<file path="config.mk">
export PLATFORM = sky130hd
export DESIGN_NAME = pid_controller_integral_reset_top
export DESIGN_NICKNAME = d
export VERILOG_FILES = /design/src/hw/rtl/pidir_pkg.sv /design/src/hw/rtl/pid_controller_integral_reset_top.sv
export SDC_FILE = /design/constraint.sdc
export NUM_CORES = 2
export LEC_CHECK = 0
export BUFFER_PORTS_ARGS = -buffer_cell sky130_fd_sc_hd__buf_2
export CAP_MARGIN = 40
export CORE_MARGIN = 4
export CORE_UTILIZATION = 60
export CTS_CLUSTER_DIAMETER = 150
export DETAILED_ROUTE_END_ITERATION = 7
export HOLD_SLACK_MARGIN = 0.12
export PLACE_DENSITY_LB_ADDON = 0.08
export SLEW_MARGIN = 30
export SYNTH_ARGS = -nofsm -noshare
export SYNTH_HDL_FRONTEND = slang
export SYNTH_SLANG_ARGS = --single-unit
export TNS_END_PERCENT = 5
</file>
<file path="constraint.sdc">
create_clock -name clk -period 6.3 [get_ports clk]
set_input_delay 0.945 -clock clk [delete_from_list [all_inputs] [get_ports clk]]
set_output_delay 0.945 -clock clk [all_outputs]
set_load 0.005 [all_outputs]
</file>
<file path="src/hw/rtl/pidir_pkg.sv">
// ----------------------------------------------------------------------------
// pidir_pkg
// Shared constants for the PID controller with integral reset: field widths,
// command codes, register indexes and parameter defaults.
// ----------------------------------------------------------------------------
package pidir_pkg;

	localparam int DATA_W    = 16;   // setpoint, measured, gains, zero band
	localparam int ERR_W     = 17;   // error, setpoint minus measured
	localparam int DRIVE_W   = 32;
	localparam int CMD_W     = 2;
	localparam int CFG_IDX_W = 2;

	localparam int FRAC_BITS_DEF      = 8;
	localparam int INTEGRAL_WIDTH_DEF = 24;

	// command codes
	localparam logic [CMD_W-1:0] CMD_ERROR = 2'd0;
	localparam logic [CMD_W-1:0] CMD_DIFF  = 2'd1;
	localparam logic [CMD_W-1:0] CMD_RESET = 2'd2;
	localparam logic [CMD_W-1:0] CMD_SPARE = 2'd3;

	// configuration register indexes
	localparam logic [CFG_IDX_W-1:0] REG_GAIN_P    = 2'd0;
	localparam logic [CFG_IDX_W-1:0] REG_GAIN_I    = 2'd1;
	localparam logic [CFG_IDX_W-1:0] REG_GAIN_D    = 2'd2;
	localparam logic [CFG_IDX_W-1:0] REG_ZERO_BAND = 2'd3;

endpackage

</file>
<file path="src/hw/rtl/pid_controller_integral_reset_top.sv">
// ----------------------------------------------------------------------------
// pid_controller_integral_reset_top
// Q8.8 PID step with saturating integral, integral clear on error sign change
// or small error (error command only), and a state reset command.
//
// Channel   Dir  Fields (low bit first)                       Handshake
// s_axis    in   tuser: cmd[1:0]                               tvalid/tready
//                tdata: setpoint[15:0], measured[31:16]
// m_axis    out  tdata: drive[31:0]; tuser: saturated[0]       tvalid/tready
// cfg       in   cfg_index selects gain_p/gain_i/gain_d/zero_band  cfg_we
//
// One item per cycle sustained while the output is not stalled; an item
// passes the input reg, error/integral stage, multiply stage, and sum and
// saturate into the output reg. The integral and last error update as an
// item leaves the input register, which sets the one-item rate.
// Reset clears valids, state and config registers (zero_band to one half).
// Each stage holds while the next is full and stalled; bubbles collapse.
// ----------------------------------------------------------------------------
module pid_controller_integral_reset_top
	import pidir_pkg::*;
#(
	parameter int FRAC_BITS      = FRAC_BITS_DEF,
	parameter int INTEGRAL_WIDTH = INTEGRAL_WIDTH_DEF
) (
	input  logic                 clk,
	input  logic                 arst_n,
	// configuration
	input  logic                 cfg_we,
	input  logic [CFG_IDX_W-1:0] cfg_index,
	input  logic [DATA_W-1:0]    cfg_data,
	// input stream
	input  logic                 s_axis_tvalid,
	output logic                 s_axis_tready,
	input  logic [31:0]          s_axis_tdata,   // setpoint[15:0], measured[31:16]
	input  logic [CMD_W-1:0]     s_axis_tuser,   // cmd[1:0]
	// output stream
	output logic                 m_axis_tvalid,
	input  logic                 m_axis_tready,
	output logic [DRIVE_W-1:0]   m_axis_tdata,   // drive[31:0]
	output logic                 m_axis_tuser    // saturated[0]
);

	localparam int IW    = INTEGRAL_WIDTH;
	localparam int PI_W  = DATA_W + IW;
	localparam int PP_W  = DATA_W + ERR_W;
	localparam int PD_W  = DATA_W + ERR_W + 1;
	localparam int ACC_W = IW + 18;
	localparam logic [DATA_W-1:0] ZERO_BAND_RST = DATA_W'(1) << (FRAC_BITS - 1);
	localparam logic signed [IW-1:0] INT_MAX = {1'b0, {(IW-1){1'b1}}};
	localparam logic signed [IW-1:0] INT_MIN = {1'b1, {(IW-1){1'b0}}};

	// configuration registers
	logic signed [DATA_W-1:0] gain_p_q, gain_i_q, gain_d_q;
	logic [DATA_W-1:0]        zero_band_q;

	always_ff @(posedge clk or negedge arst_n) begin
		if (!arst_n) begin
			gain_p_q    <= '0;
			gain_i_q    <= '0;
			gain_d_q    <= '0;
			zero_band_q <= ZERO_BAND_RST;
		end else if (cfg_we) begin
			unique case (cfg_index)
				REG_GAIN_P:    gain_p_q    <= cfg_data;
				REG_GAIN_I:    gain_i_q    <= cfg_data;
				REG_GAIN_D:    gain_d_q    <= cfg_data;
				REG_ZERO_BAND: zero_band_q <= cfg_data;
				default: ;
			endcase
		end
	end

	// pipeline valids and ready chain
	logic v_s1, v_s2, v_s3;
	logic rdy1, rdy2, rdy3, rdy_o;

	assign rdy_o         = !m_axis_tvalid || m_axis_tready;
	assign rdy3          = !v_s3 || rdy_o;
	assign rdy2          = !v_s2 || rdy3;
	assign rdy1          = !v_s1 || rdy2;
	assign s_axis_tready = rdy1;

	// stage 1: input register
	logic [CMD_W-1:0]         cmd_s1;
	logic signed [DATA_W-1:0] sp_s1, ms_s1;

	always_ff @(posedge clk or negedge arst_n) begin
		if (!arst_n) begin
			v_s1 <= 1'b0;
		end else if (rdy1) begin
			v_s1 <= s_axis_tvalid;
		end
	end

	always_ff @(posedge clk) begin
		if (s_axis_tvalid && rdy1) begin
			cmd_s1 <= s_axis_tuser;
			sp_s1  <= s_axis_tdata[15:0];
			ms_s1  <= s_axis_tdata[31:16];
		end
	end

	// controller state
	logic signed [IW-1:0]    integral_q;
	logic signed [ERR_W-1:0] last_error_q;
	logic                    started_q;

	// error, derivative and integral update
	logic signed [ERR_W-1:0] err, prev;
	logic signed [ERR_W:0]   deriv;
	logic signed [IW:0]      isum;
	logic signed [IW-1:0]    isat_val;
	logic                    isat, is_reset, sign_diff, clr;
	logic [ERR_W-1:0]        mag;

	always_comb begin
		is_reset = 1'b0;
		case (cmd_s1)
			CMD_ERROR: err = {sp_s1[DATA_W-1], sp_s1};
			CMD_DIFF:  err = {sp_s1[DATA_W-1], sp_s1} - {ms_s1[DATA_W-1], ms_s1};
			default: begin
				err      = '0;
				is_reset = 1'b1;
			end
		endcase
		prev  = started_q ? last_error_q : err;
		deriv = {err[ERR_W-1], err} - {prev[ERR_W-1], prev};
		isum  = {integral_q[IW-1], integral_q} + (IW+1)'(err);
		isat  = isum[IW] != isum[IW-1];
		if (isat)
			isat_val = isum[IW] ? INT_MIN : INT_MAX;
		else
			isat_val = isum[IW-1:0];
		mag       = err[ERR_W-1] ? ERR_W'(-err) : err;
		sign_diff = ((err == '0) != (prev == '0)) || (err[ERR_W-1] != prev[ERR_W-1]);
		clr       = (cmd_s1 == CMD_ERROR) && (sign_diff || (mag < {1'b0, zero_band_q}));
	end

	wire adv1 = v_s1 && rdy2;

	always_ff @(posedge clk or negedge arst_n) begin
		if (!arst_n) begin
			integral_q   <= '0;
			last_error_q <= '0;
			started_q    <= 1'b0;
		end else if (adv1) begin
			if (is_reset) begin
				integral_q   <= '0;
				last_error_q <= '0;
				started_q    <= 1'b0;
			end else begin
				integral_q   <= clr ? '0 : isat_val;
				last_error_q <= err;
				started_q    <= 1'b1;
			end
		end
	end

	// stage 2: operands for the multipliers (all zero on a reset command)
	logic signed [ERR_W-1:0] e_s2;
	logic signed [IW-1:0]    integ_s2;
	logic signed [ERR_W:0]   d_s2;
	logic                    isat_s2;

	always_ff @(posedge clk or negedge arst_n) begin
		if (!arst_n) begin
			v_s2 <= 1'b0;
		end else if (rdy2) begin
			v_s2 <= v_s1;
		end
	end

	always_ff @(posedge clk) begin
		if (adv1) begin
			e_s2     <= err;
			integ_s2 <= is_reset ? '0 : isat_val;
			d_s2     <= is_reset ? '0 : deriv;
			isat_s2  <= !is_reset && isat;
		end
	end

	// stage 3: products
	logic signed [PP_W-1:0] pp_s3;
	logic signed [PI_W-1:0] pi_s3;
	logic signed [PD_W-1:0] pd_s3;
	logic                   isat_s3;

	always_ff @(posedge clk or negedge arst_n) begin
		if (!arst_n) begin
			v_s3 <= 1'b0;
		end else if (rdy3) begin
			v_s3 <= v_s2;
		end
	end

	always_ff @(posedge clk) begin
		if (v_s2 && rdy3) begin
			pp_s3   <= gain_p_q * e_s2;
			pi_s3   <= gain_i_q * integ_s2;
			pd_s3   <= gain_d_q * d_s2;
			isat_s3 <= isat_s2;
		end
	end

	// sum, floor shift and clamp to 32 bits
	logic signed [ACC_W-1:0]   acc, shifted;
	logic [ACC_W-1:DRIVE_W-1]  upper;
	logic                      osat;
	logic [DRIVE_W-1:0]        drive;

	always_comb begin
		acc     = ACC_W'(pp_s3) + ACC_W'(pi_s3) + ACC_W'(pd_s3);
		shifted = acc >>> FRAC_BITS;
		upper   = shifted[ACC_W-1:DRIVE_W-1];
		osat    = !((&upper) || !(|upper));
		if (osat)
			drive = shifted[ACC_W-1] ? {1'b1, {(DRIVE_W-1){1'b0}}}
			                         : {1'b0, {(DRIVE_W-1){1'b1}}};
		else
			drive = shifted[DRIVE_W-1:0];
	end

	// output register
	always_ff @(posedge clk or negedge arst_n) begin
		if (!arst_n) begin
			m_axis_tvalid <= 1'b0;
		end else if (rdy_o) begin
			m_axis_tvalid <= v_s3;
		end
	end

	always_ff @(posedge clk) begin
		if (v_s3 && rdy_o) begin
			m_axis_tdata <= drive;
			m_axis_tuser <= osat || isat_s3;
		end
	end

	// checks
	a_reset_cmd_clears_state: assert property (@(posedge clk) disable iff (!arst_n)
		adv1 && is_reset |=> !started_q && integral_q == '0 && last_error_q == '0)
		else $error("reset command did not clear controller state");

	a_idle_last_error_zero: assert property (@(posedge clk) disable iff (!arst_n)
		!started_q |-> last_error_q == '0)
		else $error("last error nonzero before first control step");

	a_empty_out_accepts: assert property (@(posedge clk) disable iff (!arst_n)
		!m_axis_tvalid |-> s_axis_tready)
		else $error("input stalled while output register empty");

endmodule

</file>
==> impl_metrics.ini <==
[final_layout]
fin_nets = 7351
area_delta_synth_final_pct = 16.50
fin_util_pct = 70.82
drive_gt1_share_pct = 17.84
stdcell_count = 7127

[synthesis]
synthArstFlopShare_pct = 31.88
syn-cell-area_sq_mm = 0.05298
synthTopCellsByArea = fa_1 37%, edfxtp_1 13%, ha_1 9.0%, inv_1 8.3%, dfrtp_1 5.1%
yosys_warnings = 0
synth-edff-count = 235
synth_top_area_cell = fa_1
ys_top_cells_by_count = 1168 x inv_1, 982 x fa_1, 648 x nand2_1
synth_ff_type = edfxtp_1
synth_cell_types = 86
synth.most_common_cell = inv_1
yosysSeqAreaShare_pct = 18.52
yosys.area.top_type_share_pct = 37.10
synth.net_count = 6818
ys_seq_elements = 345
synth_cells = 5396
postSynthAreaPerCell_sq_um = 9.819

[routing]
drtAntennaViolNets = 0
vias = 39230
initialDrtViolationCount = 2705
route.detailed.wl_per_inst_um = 20.01
drc = 0
viasPerCell = 5.504
routed_wl_mm = 142.6
firstDrtPassIters = 6

[global_route]
grt_pass1_vias = 42260
grt_max_degree = 61
antenna_found_initial = 6
grt_pass1_wl_mm = 231.6
track_usage_pct = 31.88
grt.overflow.total = 0

[setup_path]
timing.rr.start = gain_i_q[6]$_DFFE_PN0P_
crit_buf_inv = 5
slowest_stage = fa_1
worstSetupPathType = reg -> reg
worstRegToRegCells = 24
startpoint = gain_i_q[6]$_DFFE_PN0P_
worst_ep_required_time_ns = 6.66
worst_setup_path_end_kind = flip-flop
slowest_delay_ns = 0.56
path_cells = buf_12 -> and2_4 -> fa_1 -> inv_2 -> fa_1 -> fa_1 -> inv_2 -> fa_1 -> fa_1 -> inv_1 -> fa_1 -> inv_2 -> ha_4 -> and2_4 -> a221o_1 -> a21oi_2 -> a31oi_4 -> a21oi_2 -> a211oi_2 -> a211oi_2 -> a21oi_2 -> a21o_1 -> a31o_2 -> xnor2_1
start_kind = flip-flop
critPathTopFamily = adder cells
worstPathMaxFanout = 8
worstPathArrival_ns = 6.87
crit_top_cell = fa_1
r2r-end = pi_s3[39]$_DFFE_PP_
r2r_setup_slack_ns = -0.21

[placement]
dp.cells = 6947
portBuffers = 91
dp_hpwl_mm = 117.6
pre_cts_slack_ns = -0.5380
gp_congestion = 0.9126

[clocking]
htree_num_levels = 2
cts_buffers = 45
cts.clk_slew.worst_paths_ns = 0.07
ctsHoldBuffers = 0
root_buffer = clkbuf_16
clk_latency_ns = 0.65
cts_tree = built
cts.sinks = 345
cts_buffer_depth = 3

[floorplanning]
die_width_um = 305.2
initial_utilization_pct = 60.79
fp.dieArea_sq_mm = 0.09313
die_h_um = 305.2
rows = 108
coreArea_sq_mm = 0.08716
io_pins = 92

[sta]
fin_crit_sh_pct = 103.3
rsz0062_at_grt = yes
fin_worst_hold_slack_ns = 0.1812
hold_viol_final = 0
period_needed_ns = 6.511
slew_headroom_pct = 40.73
worst_pin_slew_ns = 0.8823
skew_ns = 0.04825
drv_slew = 0
setup_ws_ns = -0.2110
fmax_mhz = 153.6
setup_viol = 18

[run]
drv_cap = 0

[outcome]
violations = negative setup slack
status = finished, violations left

[min_path]
hold_class = in -> async
## state kept, by name, summed over array words and instances (netlist names), 2 cells and up
| name | count |
|---|---|
| gain_p_q | 16 |
| cmd_s1 | 2 |
| gain_d_q | 16 |
| pd_s3 | 34 |
| pi_s3 | 40 |
| m_axis_tdata | 32 |
| last_error_q | 17 |
| pp_s3 | 33 |
| integ_s2 | 24 |
| ms_s1 | 16 |
| zero_band_q | 16 |
| sp_s1 | 16 |
| integral_q | 24 |
| e_s2 | 17 |
| d_s2 | 18 |
| gain_i_q | 16 |
## through the flow
stage / instance area, sq um / setup TNS (ns)
after CTS: 60980 / -1.721
after global routing: 61710 / -7.496
after detailed placement: 58150 / -7.496
after floorplan: 53150 / -0.08440
final: 61730 / -1.435
after global placement: 58100 / -5.647
## logic make-up (layout without fill, tap and decap cells)
family,Yosys count,after routing,share of synthesized area (%)
compound gates,607,607,7.625
simple gates,1451,1451,13.22
buf+inv,1360,1929,9.677
other cells,0,7,0
xor+xnor,180,180,2.990
fa+ha+maj,1365,1365,46.15
mux,88,88,1.828
flops,345,345,18.52
## area by class of cell
type / count / area, sq um
multi-input cells: 3691 / 39030
clock inverters: 31 / 467.9
diodes: 7 / 17.52
flip-flops and latches: 345 / 9836
repair buffers: 673 / 5374
clock buffers: 52 / 1152
well taps: 1155 / 1445
inverters: 1173 / 4407
fillers: 6633 / 25430
## layer usage
layer | wire [um] | share of wire [%] | GRT usage [%] | up-vias
met5 | 8 | 0.0056 | 0 | -
met4 | 8282 | 5.8 | 15.07 | 2
met3 | 10960 | 7.7 | 6.536 | 287
met2 | 66750 | 47 | 51.65 | 1321
met1 | 56620 | 40 | 41.62 | 19830
li1 | - | - | - | 17790
## placed cells by master (no fill, tap or decap), types with 24 or more instances in the layout
cell type	count
a21o_1	77
a21oi_1	150
a21oi_2	30
and2_1	356
buf_12	24
buf_2	92
buf_4	515
buf_6	35
clkbuf_16	45
dfrtp_1	89
edfxtp_1	235
fa_1	962
ha_1	361
inv_1	1152
mux2_2	70
nand2_1	638
nand2b_1	44
nand3_1	27
nor2_1	175
nor3_1	47
o21a_1	28
o21ai_0	99
o21bai_1	26
xnor2_1	132
xor2_1	40
## how the worst max path moves through the flow
| stage | end | slack, ns | cells after the start |
|---|---|---|---|
| after floorplan | pp_s3[29]$_DFFE_PP_ | -0.03 | 26 |
| after global placement | pi_s3[38]$_DFFE_PP_ | -0.45 | 23 |
| after detailed placement | pi_s3[38]$_DFFE_PP_ | -0.54 | 22 |
| after CTS | pd_s3[32]$_DFFE_PP_ | -0.18 | 28 |
| after global routing | pi_s3[39]$_DFFE_PP_ | -0.43 | 26 |
| final | pi_s3[39]$_DFFE_PP_ | -0.21 | 24 |
## what timing repair did
| item | in CTS | in global routing |
|---|---|---|
| buffers inserted | 64 | 19 |
| setup endpoints to repair | 33 | 78 |
| pin swaps | 112 | 78 |
| resized for setup | 163 | 98 |
| gates cloned | 4 | 0 |
## worst reg2reg max path: cells and delay by family, from the launching register on
kind                     cells  cell delay (ns)
adder cells (fa/ha/maj)      7             3.36
XOR/XNOR                     1             0.11
flip-flops                   1             0.42
AO/OA/AOI/OAI                9             1.69
buffers and inverters        5             0.35
AND/OR/NAND/NOR              2             0.30
Power is left out: the tool's default activity adds up to more than one toggle a clock period on the data nets, which glitch-free logic cannot reach.
